--- config.mk ---
export PLATFORM = sky130hd
export DESIGN_NAME = per_cpu_trace_timestamp_extender
export DESIGN_NICKNAME = d
export VERILOG_FILES = /design/src/hdl/ptte_pkg.sv /design/src/hdl/per_cpu_trace_timestamp_extender.sv /design/src/hdl/ptte_rec_mem.sv /design/src/hdl/ptte_conv.sv
export SDC_FILE = /design/constraint.sdc
export NUM_CORES = 2
export LEC_CHECK = 0
export ABC_CLOCK_PERIOD_IN_PS = 12250
export BUFFER_PORTS_ARGS = -buffer_cell sky130_fd_sc_hd__buf_4
export CAP_MARGIN = 20
export CORE_MARGIN = 3
export CORE_UTILIZATION = 43
export CTS_CLUSTER_DIAMETER = 200
export CTS_CLUSTER_SIZE = 20
export DETAILED_ROUTE_END_ITERATION = 6
export GPL_ROUTABILITY_DRIVEN = 0
export GPL_TIMING_DRIVEN = 0
export SLEW_MARGIN = 20
export SYNTH_ARGS = -nofsm -noshare
export SYNTH_HDL_FRONTEND = slang
export SYNTH_HIERARCHICAL = 1
export SYNTH_SLANG_ARGS = --single-unit
--- constraint.sdc ---
create_clock -name clk_i -period 12.25 [get_ports clk_i]
set_input_delay 1.8375 -clock clk_i [delete_from_list [all_inputs] [get_ports clk_i]]
set_output_delay 1.8375 -clock clk_i [all_outputs]
set_load 0.1 [all_outputs]
--- src/hdl/ptte_pkg.sv ---
// shared types, constants and helpers for the per-cpu trace timestamp extender
// used by the record memory, the conversion unit and the top level
`timescale 1ns / 1ps

package ptte_pkg;

  localparam int NumCpusDefault = 8;
  localparam int MaxCpuAddrW    = 6;
  localparam int HighShift      = 32;
  localparam int DivSteps       = 64;
  localparam logic [29:0] NsPerSec = 30'd1000000000;

  localparam logic [63:0] CpsReset = 64'd1000000000;

  typedef enum logic [1:0] {
    CfgGlobal = 2'd0,
    CfgCps    = 2'd1,
    CfgClass  = 2'd2,
    CfgCode   = 2'd3
  } cfg_idx_e;

  typedef enum logic [3:0] {
    S_IDLE, S_RD, S_LOOK, S_SW_RD, S_SW_WR, S_CONV, S_OUT
  } top_st_e;

  typedef enum logic [1:0] {
    D_IDLE, D_MUL0, D_MUL1, D_RUN
  } div_st_e;

  typedef struct packed {
    logic [31:0] high_word;
    logic [63:0] init_time;
    logic        init_set;
    logic        high_set;
  } rec_t;

  typedef struct packed {
    logic                   we;
    logic [MaxCpuAddrW-1:0] addr;
    rec_t                   wdata;
  } mem_req_t;

  // one restoring step: returns {quotient bit, new remainder}
  function automatic logic [64:0] div_step(input logic [63:0] rem, input logic bit_in,
                                           input logic [63:0] d);
    logic [64:0] r;
    logic [64:0] diff;
    r    = {rem, bit_in};
    diff = r - {1'b0, d};
    if (r >= {1'b0, d}) div_step = {1'b1, diff[63:0]};
    else div_step = {1'b0, r[63:0]};
  endfunction

  function automatic rec_t rec_update(input rec_t rec, input logic do_init,
                                      input logic do_high, input logic [31:0] lw,
                                      input logic [31:0] hw);
    rec_t r;
    r = rec;
    if (do_init) begin
      r.init_set  = 1'b1;
      r.init_time = {32'd0, lw};
    end
    if (do_high) begin
      r.high_word = hw;
      r.init_time = r.init_time | {hw, 32'd0};
      r.high_set  = 1'b1;
    end
    return r;
  endfunction

endpackage

--- src/hdl/per_cpu_trace_timestamp_extender.sv ---
// top level: transaction control, record read-modify-write and result register
// instantiates ptte_rec_mem and ptte_conv; depends on ptte_pkg
//
// One input transaction at a time. in_stall_o is low only while the block is
// idle; an item is taken when in_valid_i is high and in_stall_o is low.
// Trace event after all cpus are ready: record read, lookup, then the result
// register. Out-of-range cpu after all cpus are ready: straight to the result
// register; before that, no result.
// Trace event during initialization: record read and lookup, no result; in
// global mode, when the record needs its initial time or high word set, the
// fill then sweeps every record, reading then writing back each cpu.
// Convert command: multiply steps, divide steps and a done flag in the
// conversion unit, then the result register; before ready or with a zero
// divisor, the result goes straight to the result register.
// The result sits in an output register; while out_stall_i holds it, a new
// item can still be taken, but its result waits until the register frees.
// Reset clears the record valid bits, the ready count and the state,
// configuration and output-valid registers; no clearing pass is needed.
`timescale 1ns / 1ps

module per_cpu_trace_timestamp_extender import ptte_pkg::*; #(
  parameter int CPU_COUNT = NumCpusDefault
) (
  input  logic        clk_i,
  input  logic        rst_ni,
  input  logic        cfg_we_i,
  input  logic [1:0]  cfg_index_i,
  input  logic [63:0] cfg_data_i,
  input  logic        in_valid_i,
  output logic        in_stall_o,
  input  logic        cmd_i,
  input  logic [7:0]  cpu_index_i,
  input  logic [3:0]  event_class_i,
  input  logic [9:0]  event_code_i,
  input  logic [31:0] low_word_i,
  input  logic [31:0] high_word_i,
  input  logic [63:0] cycle_count_i,
  output logic        out_valid_o,
  input  logic        out_stall_i,
  output logic [63:0] timestamp_o,
  output logic [63:0] cpu_initial_time_o,
  output logic [1:0]  cpu_flag_bits_o,
  output logic        all_ready_o,
  output logic        cpu_in_range_o
);

  localparam int AW  = (CPU_COUNT > 1) ? $clog2(CPU_COUNT) : 1;
  localparam int RcW = $clog2(CPU_COUNT + 1);
  localparam logic [8:0] NumCpusW = 9'(CPU_COUNT);

  top_st_e st_q, st_d;

  logic        glob_q;
  logic [63:0] cps_q;
  logic [3:0]  tcls_q;
  logic [9:0]  tcode_q;

  logic [RcW-1:0] rc_q;
  logic [AW-1:0]  cpu_q, idx_q;
  logic        is_time_q, do_init_q, do_high_q;
  logic [31:0] lw_q, hw_q;

  logic [63:0] res_ts_q, res_it_q;
  logic [1:0]  res_fl_q;
  logic        res_rdy_q, res_rng_q;
  logic        out_valid_q;

  logic        all_ready, in_range, is_time, out_free, look_init, look_high;
  logic        div_start, div_done;
  logic [63:0] div_q;
  mem_req_t    mem_req;
  rec_t        rdata, upd;

  assign all_ready = rc_q >= RcW'(CPU_COUNT);
  assign in_range  = {1'b0, cpu_index_i} < NumCpusW;
  assign is_time   = (event_class_i == tcls_q) && (event_code_i == tcode_q);
  assign out_free  = !out_valid_q || !out_stall_i;
  assign look_init = !rdata.init_set;
  assign look_high = is_time_q && !rdata.high_set;

  ptte_rec_mem #(.CPU_COUNT(CPU_COUNT)) u_mem (
    .clk_i  (clk_i),
    .rst_ni (rst_ni),
    .req_i  (mem_req),
    .rdata_o(rdata)
  );

  // the conversion unit samples the operands at the accepting edge
  ptte_conv u_conv (
    .clk_i    (clk_i),
    .rst_ni   (rst_ni),
    .start_i  (div_start),
    .cycles_i (cycle_count_i),
    .divisor_i(cps_q),
    .done_o   (div_done),
    .quot_o   (div_q)
  );

  // next state
  always_comb begin
    st_d = st_q;
    unique case (st_q)
      S_IDLE: begin
        if (in_valid_i) begin
          if (cmd_i) begin
            st_d = (all_ready && (cps_q != '0)) ? S_CONV : S_OUT;
          end else if (!in_range) begin
            st_d = all_ready ? S_OUT : S_IDLE;
          end else begin
            st_d = S_RD;
          end
        end
      end
      S_RD: st_d = S_LOOK;
      S_LOOK: begin
        if (all_ready) st_d = S_OUT;
        else if ((look_init || look_high) && glob_q) st_d = S_SW_RD;
        else st_d = S_IDLE;
      end
      S_SW_RD: st_d = S_SW_WR;
      S_SW_WR: st_d = (idx_q == AW'(CPU_COUNT - 1)) ? S_IDLE : S_SW_RD;
      S_CONV:  if (div_done) st_d = S_OUT;
      S_OUT:   if (out_free) st_d = S_IDLE;
      default: st_d = S_IDLE;
    endcase
  end

  // outputs of the state machine
  always_comb begin
    in_stall_o    = (st_q != S_IDLE);
    div_start     = (st_q == S_IDLE) && in_valid_i && cmd_i && all_ready && (cps_q != '0);
    mem_req       = '0;
    upd           = rec_update(rdata, look_init, look_high, lw_q, hw_q);
    unique case (st_q)
      S_RD: mem_req.addr = MaxCpuAddrW'(cpu_q);
      S_LOOK: begin
        mem_req.addr = MaxCpuAddrW'(cpu_q);
        if (all_ready) begin
          mem_req.we              = is_time_q;
          mem_req.wdata           = rdata;
          mem_req.wdata.high_word = hw_q;
        end else begin
          mem_req.we    = (look_init || look_high) && !glob_q;
          mem_req.wdata = upd;
        end
      end
      S_SW_RD: mem_req.addr = MaxCpuAddrW'(idx_q);
      S_SW_WR: begin
        upd           = rec_update(rdata, do_init_q, do_high_q, lw_q, hw_q);
        mem_req.addr  = MaxCpuAddrW'(idx_q);
        mem_req.we    = 1'b1;
        mem_req.wdata = upd;
      end
      default: ;
    endcase
  end

  always_ff @(posedge clk_i or negedge rst_ni) begin
    if (!rst_ni) begin
      st_q        <= S_IDLE;
      glob_q      <= 1'b1;
      cps_q       <= CpsReset;
      tcls_q      <= '0;
      tcode_q     <= '0;
      rc_q        <= '0;
      out_valid_q <= 1'b0;
    end else begin
      st_q <= st_d;
      if (cfg_we_i) begin
        unique case (cfg_idx_e'(cfg_index_i))
          CfgGlobal: glob_q  <= cfg_data_i[0];
          CfgCps:    cps_q   <= cfg_data_i;
          CfgClass:  tcls_q  <= cfg_data_i[3:0];
          CfgCode:   tcode_q <= cfg_data_i[9:0];
          default: ;
        endcase
      end
      // a cpu counts once, when its high flag is newly set
      if (st_q == S_LOOK && !all_ready && !glob_q && look_high) rc_q <= rc_q + 1'b1;
      if (st_q == S_SW_WR && do_high_q && !rdata.high_set) rc_q <= rc_q + 1'b1;
      if (st_q == S_OUT && out_free) out_valid_q <= 1'b1;
      else if (!out_stall_i) out_valid_q <= 1'b0;
    end
  end

  always_ff @(posedge clk_i) begin
    case (st_q)
      S_IDLE: begin
        cpu_q     <= cpu_index_i[AW-1:0];
        is_time_q <= is_time;
        lw_q      <= low_word_i;
        hw_q      <= high_word_i;
        idx_q     <= '0;
        res_ts_q  <= '0;
        res_it_q  <= '0;
        res_fl_q  <= '0;
        res_rdy_q <= all_ready;
        res_rng_q <= 1'b0;
      end
      S_LOOK: begin
        do_init_q <= look_init;
        do_high_q <= look_high;
        res_ts_q  <= {is_time_q ? hw_q : rdata.high_word, lw_q};
        res_it_q  <= rdata.init_time;
        res_fl_q  <= {rdata.high_set, rdata.init_set};
        res_rng_q <= 1'b1;
      end
      S_SW_WR: idx_q <= idx_q + 1'b1;
      S_CONV:  if (div_done) res_ts_q <= div_q;
      default: ;
    endcase
    if (st_q == S_OUT && out_free) begin
      timestamp_o        <= res_ts_q;
      cpu_initial_time_o <= res_it_q;
      cpu_flag_bits_o    <= res_fl_q;
      all_ready_o        <= res_rdy_q;
      cpu_in_range_o     <= res_rng_q;
    end
  end

  assign out_valid_o = out_valid_q;

  a_rc_bound: assert property (@(posedge clk_i) disable iff (!rst_ni)
    rc_q <= RcW'(CPU_COUNT))
    else $error("ready count beyond cpu count");

  a_rc_mono: assert property (@(posedge clk_i) disable iff (!rst_ni)
    1'b1 |=> rc_q >= $past(rc_q))
    else $error("ready count went down");

  a_we_state: assert property (@(posedge clk_i) disable iff (!rst_ni)
    mem_req.we |-> (st_q == S_LOOK || st_q == S_SW_WR))
    else $error("record write outside lookup or sweep");

  a_conv_out: assert property (@(posedge clk_i) disable iff (!rst_ni)
    (st_q == S_CONV && div_done) |=> st_q == S_OUT)
    else $error("conversion finished without result");

endmodule

--- src/hdl/ptte_rec_mem.sv ---
// per-cpu record memory, registered read, one write port
// entries read as zero until first written; depends on ptte_pkg
`timescale 1ns / 1ps

module ptte_rec_mem import ptte_pkg::*; #(
  parameter int CPU_COUNT = NumCpusDefault
) (
  input  logic     clk_i,
  input  logic     rst_ni,
  input  mem_req_t req_i,
  output rec_t     rdata_o
);

  localparam int AW = (CPU_COUNT > 1) ? $clog2(CPU_COUNT) : 1;

  rec_t                 mem_q [CPU_COUNT];
  logic [CPU_COUNT-1:0] vld_q;
  rec_t                 rdata_q;
  logic [AW-1:0]        addr;

  assign addr    = req_i.addr[AW-1:0];
  assign rdata_o = rdata_q;

  always_ff @(posedge clk_i) begin
    if (req_i.we) mem_q[addr] <= req_i.wdata;
    rdata_q <= vld_q[addr] ? mem_q[addr] : '0;
  end

  always_ff @(posedge clk_i or negedge rst_ni) begin
    if (!rst_ni) begin
      vld_q <= '0;
    end else if (req_i.we) begin
      vld_q[addr] <= 1'b1;
    end
  end

endmodule

--- src/hdl/ptte_conv.sv ---
// cycles to nanoseconds: two-step multiply by 1e9, then a 2-bit-per-cycle
// restoring divide of the 128-bit product; depends on ptte_pkg
`timescale 1ns / 1ps

module ptte_conv import ptte_pkg::*; (
  input  logic        clk_i,
  input  logic        rst_ni,
  input  logic        start_i,
  input  logic [63:0] cycles_i,
  input  logic [63:0] divisor_i,
  output logic        done_o,
  output logic [63:0] quot_o
);

  localparam int CntW = $clog2(DivSteps);

  div_st_e      st_q, st_d;
  logic [CntW-1:0] cnt_q;
  logic         done_q;
  logic [63:0]  cyc_q, d_q, rem_q, q_q;
  logic [127:0] dvd_q;
  logic [31:0]  mul_a;
  logic [61:0]  prod;
  logic [64:0]  s1, s2;

  assign mul_a = (st_q == D_MUL0) ? cyc_q[31:0] : cyc_q[63:32];
  assign prod  = 62'(mul_a) * 62'(NsPerSec);
  assign s1    = div_step(rem_q, dvd_q[127], d_q);
  assign s2    = div_step(s1[63:0], dvd_q[126], d_q);

  always_comb begin
    st_d = st_q;
    unique case (st_q)
      D_IDLE: if (start_i) st_d = D_MUL0;
      D_MUL0: st_d = D_MUL1;
      D_MUL1: st_d = D_RUN;
      D_RUN:  if (cnt_q == CntW'(DivSteps - 1)) st_d = D_IDLE;
      default: st_d = D_IDLE;
    endcase
  end

  // done follows the last step, once the quotient register holds every bit
  assign done_o = done_q;
  assign quot_o = q_q;

  always_ff @(posedge clk_i or negedge rst_ni) begin
    if (!rst_ni) begin
      st_q   <= D_IDLE;
      cnt_q  <= '0;
      done_q <= 1'b0;
    end else begin
      st_q   <= st_d;
      done_q <= (st_q == D_RUN) && (cnt_q == CntW'(DivSteps - 1));
      if (st_q == D_RUN) cnt_q <= cnt_q + 1'b1;
      else cnt_q <= '0;
    end
  end

  always_ff @(posedge clk_i) begin
    case (st_q)
      D_IDLE: begin
        cyc_q <= cycles_i;
        d_q   <= divisor_i;
        rem_q <= '0;
      end
      D_MUL0: dvd_q <= {66'd0, prod};
      D_MUL1: dvd_q <= dvd_q + {34'd0, prod, 32'd0};
      D_RUN: begin
        dvd_q <= {dvd_q[125:0], 2'b00};
        rem_q <= s2[63:0];
        q_q   <= {q_q[61:0], s1[64], s2[64]};
      end
      default: ;
    endcase
  end

endmodule

==> qor.csv <==
stage;metric;value;unit
global_route;grt_pass1_vias;56800;
final_layout;syn2layout_area_growth;12.3;%
min_path;hold_class;reg -> reg;
timing;slew_viol_final;0;
global_route;grt_max_degree;105;
worst_setup_path;cp_num_buf_inv;10;
place;dpl.hpwl;183000;um
clock_tree;clock_path_buffers;3;
clock_tree;cts_sinks;1698;
worst_setup_path;critPathTopFamily;adder cells;
floorplanning;dieHeight;461;um
worst_setup_path;crit_type;reg -> reg;
job;maxCapViolCount;0;
final_layout;drive_gt1_share;15.3;%
worst_setup_path;r2r_setup_slack;0.50;ns
synth;synth_fp_nets;7585;
routing;avgViaCountPerCell;5.67;
worst_setup_path;crit_required;12.75;ns
worst_setup_path;r2r_start;u_conv/st_q[1];
worst_setup_path;cp.arrival;12.25;ns
timing;min_period;11.75;ns
timing;rsz0062_at_grt;no;
clock_tree;cts_made_buffers;95;
min_path;holdPathEnd;timestamp_o[19];
global_route;grt_pass1_wl;365000;um
routing;drtPass1Iterations;6;
routing;drt-total-wl;245000;um
clock_tree;cts.htree.levels;3;
final_layout;nFillCells;17800;
outcome;outcome;finished clean;
global_route;grt_overflow_total;0;
routing;routedWlPerCell;24.7;um
timing;slew_headroom;18.3;%
worst_setup_path;crit_start;u_conv/st_q[1];
floorplanning;io_pins;356;
floorplanning;die_area;212000;sq um
min_path;hp-start;res_ts_q[19];
routing;drt-initial-drc-count;5259;
timing;hold_violations;0;
timing;fin_skew;0.0703;ns
worst_setup_path;crit_fanout;10;
timing;fmax;85.1;MHz
synth;synthCells;6602;
timing;hold_slack;0.381;ns
routing;postRouteAntennaNets;0;
clock_tree;tritoncts;done;
worst_setup_path;path_common_cell;fa_1;
worst_setup_path;cpPeakStageDelay;0.56;ns
worst_setup_path;r2r-end;u_conv/dvd_q[126];
worst_setup_path;end_kind;flip-flop;
global_route;grt_usage;22.9;%
final_layout;num-nets-final;8115;
final_layout;final-seq-area;49500;sq um
worst_setup_path;crit_path_top_delay_cell;fa_1;
clock_tree;root_buffer;clkbuf_16;
routing;drc;0;
worst_setup_path;startpoint_type;flip-flop;
synth;yosysWarningCount;6;
worst_setup_path;r2r_cells;42;
synth;syn_area_per_cell;13.5;sq um
timing;fin_crit_sh;95.9;%
routing;vias;56200;
synth;synthesis.area;89000;sq um
clock_tree;clk_latency;0.79;ns
place;portBuffers;355;
floorplanning;core_area;205000;sq um
timing;finalSetupViolCount;0;
clock_tree;clk_pin_slew;0.10;ns
floorplanning;die_w;461;um
floorplanning;initial_core_util;43.4;%
min_path;min_path_cells;0;
timing;tightest_slew;1.23;ns
floorplanning;core.rowCount;166;
final_layout;multi_input_area;36200;sq um
global_route;grt_antenna_before_repair;3;
[registers in the layout (all words and copies together), names as in the netlist, 3 cells and up]
signal,cells
u_mem/mem_q,784
u_conv/dvd_q,119
u_mem/rdata_o,98
cps_q,64
cpu_initial_time_o,64
res_it_q,64
res_ts_q,64
timestamp_o,64
u_conv/cyc_q,64
u_conv/d_q,64
u_conv/quot_o,64
u_conv/rem_q,64
hw_q,32
lw_q,32
tcode_q,10
u_mem/vld_q,8
u_conv/cnt_q,6
rc_q,4
tcls_q,4
cpu_q,3
idx_q,3
st_q,3
[worst max-delay path by stage]
stage | end | slack, ns | cells past startpoint
6_report | u_conv/dvd_q[126] | 0.50 | 42
3_5_place_dp | u_conv/dvd_q[126] | -1.78 | 42
3_3_place_gp | u_conv/dvd_q[126] | -1.71 | 42
5_1_grt | u_conv/dvd_q[126] | 0.006 | 42
4_1_cts | u_conv/dvd_q[125] | 0.05 | 39
2_1_floorplan | u_conv/dvd_q[120] | 1.32 | 38
[area by class of cell]
class                           count  share of cell area (%)
Multi-Input combinational cell   3990                    36.2
Tap cell                         2688                    3.37
Clock inverter                      8                   0.178
Buffer                            295                    1.34
Sequential cell                  1698                    49.5
Timing Repair Buffer              434                    4.34
Inverter                          618                    2.33
Antenna cell                        8                  0.0200
Clock buffer                      168                    2.69
[layer usage]
metal | up-vias | track usage [%] | part of all wire (%)
met5 | - | 0 | 0.0053
met3 | 326 | 2.50 | 5.6
met1 | 28600 | 31.9 | 43
li1 | 25400 | - | -
met4 | 2 | 7.62 | 3.6
met2 | 1850 | 37.7 | 48
[worst reg2reg max path: cells and delay by family, from the launching register on]
kind | cells | cell delay (ns)
adders and majority gates | 10 | 4.62
DFF | 1 | 0.44
and+or+nand+nor | 4 | 0.76
muxes | 1 | 0.40
buffers and inverters | 10 | 1.60
AOI/OAI and AO/OA | 15 | 3.26
xor gates and xnor gates | 2 | 0.44
[layout by cell type (no fill, tap or decap), drive strengths merged, types with 28 or more instances in the layout]
cell type and n:
edfxtp 1496, inv 620, buf 583, ha 451, nand2 353, a21oi 346, nor2 333, clkbuf 314
fa 310, o21ai 272, mux4 198, a22o 185, xnor2 171, mux2i 155, a21o 142, nand3 125
mux2 102, dfxtp 98, dfrtp 90, xor2 86, and2 84, nand4 71, nor3 61, and3 49
o21bai 45, a211oi 36, o21a 34, nor4 34, nor2b 31, a31oi 28
[metrics by stage]
step,cell area [sq um],worst slack (ns),cells,TNS [ns],utilization (%)
floorplan,89000,1.32,6602,0,-
global placement,95000,-1.71,9645,-308.76,46.3
detailed placement,96800,-1.78,9722,-58.66,47.2
CTS,99800,0.0544,9898,0,48.6
global route,99900,0.00560,9904,0,48.7
finish,99900,0.502,9907,0,48.7
[timing repair]
action	in CTS	in global routing
gates resized for setup	23	22
hold buffers	0	0
pin swaps	0	1
buffers inserted	0	2
endpoints found under the setup margin	55	32
Power is not shown: default switching activity piles up to over one toggle a cycle in this logic, so the estimate is an artifact.
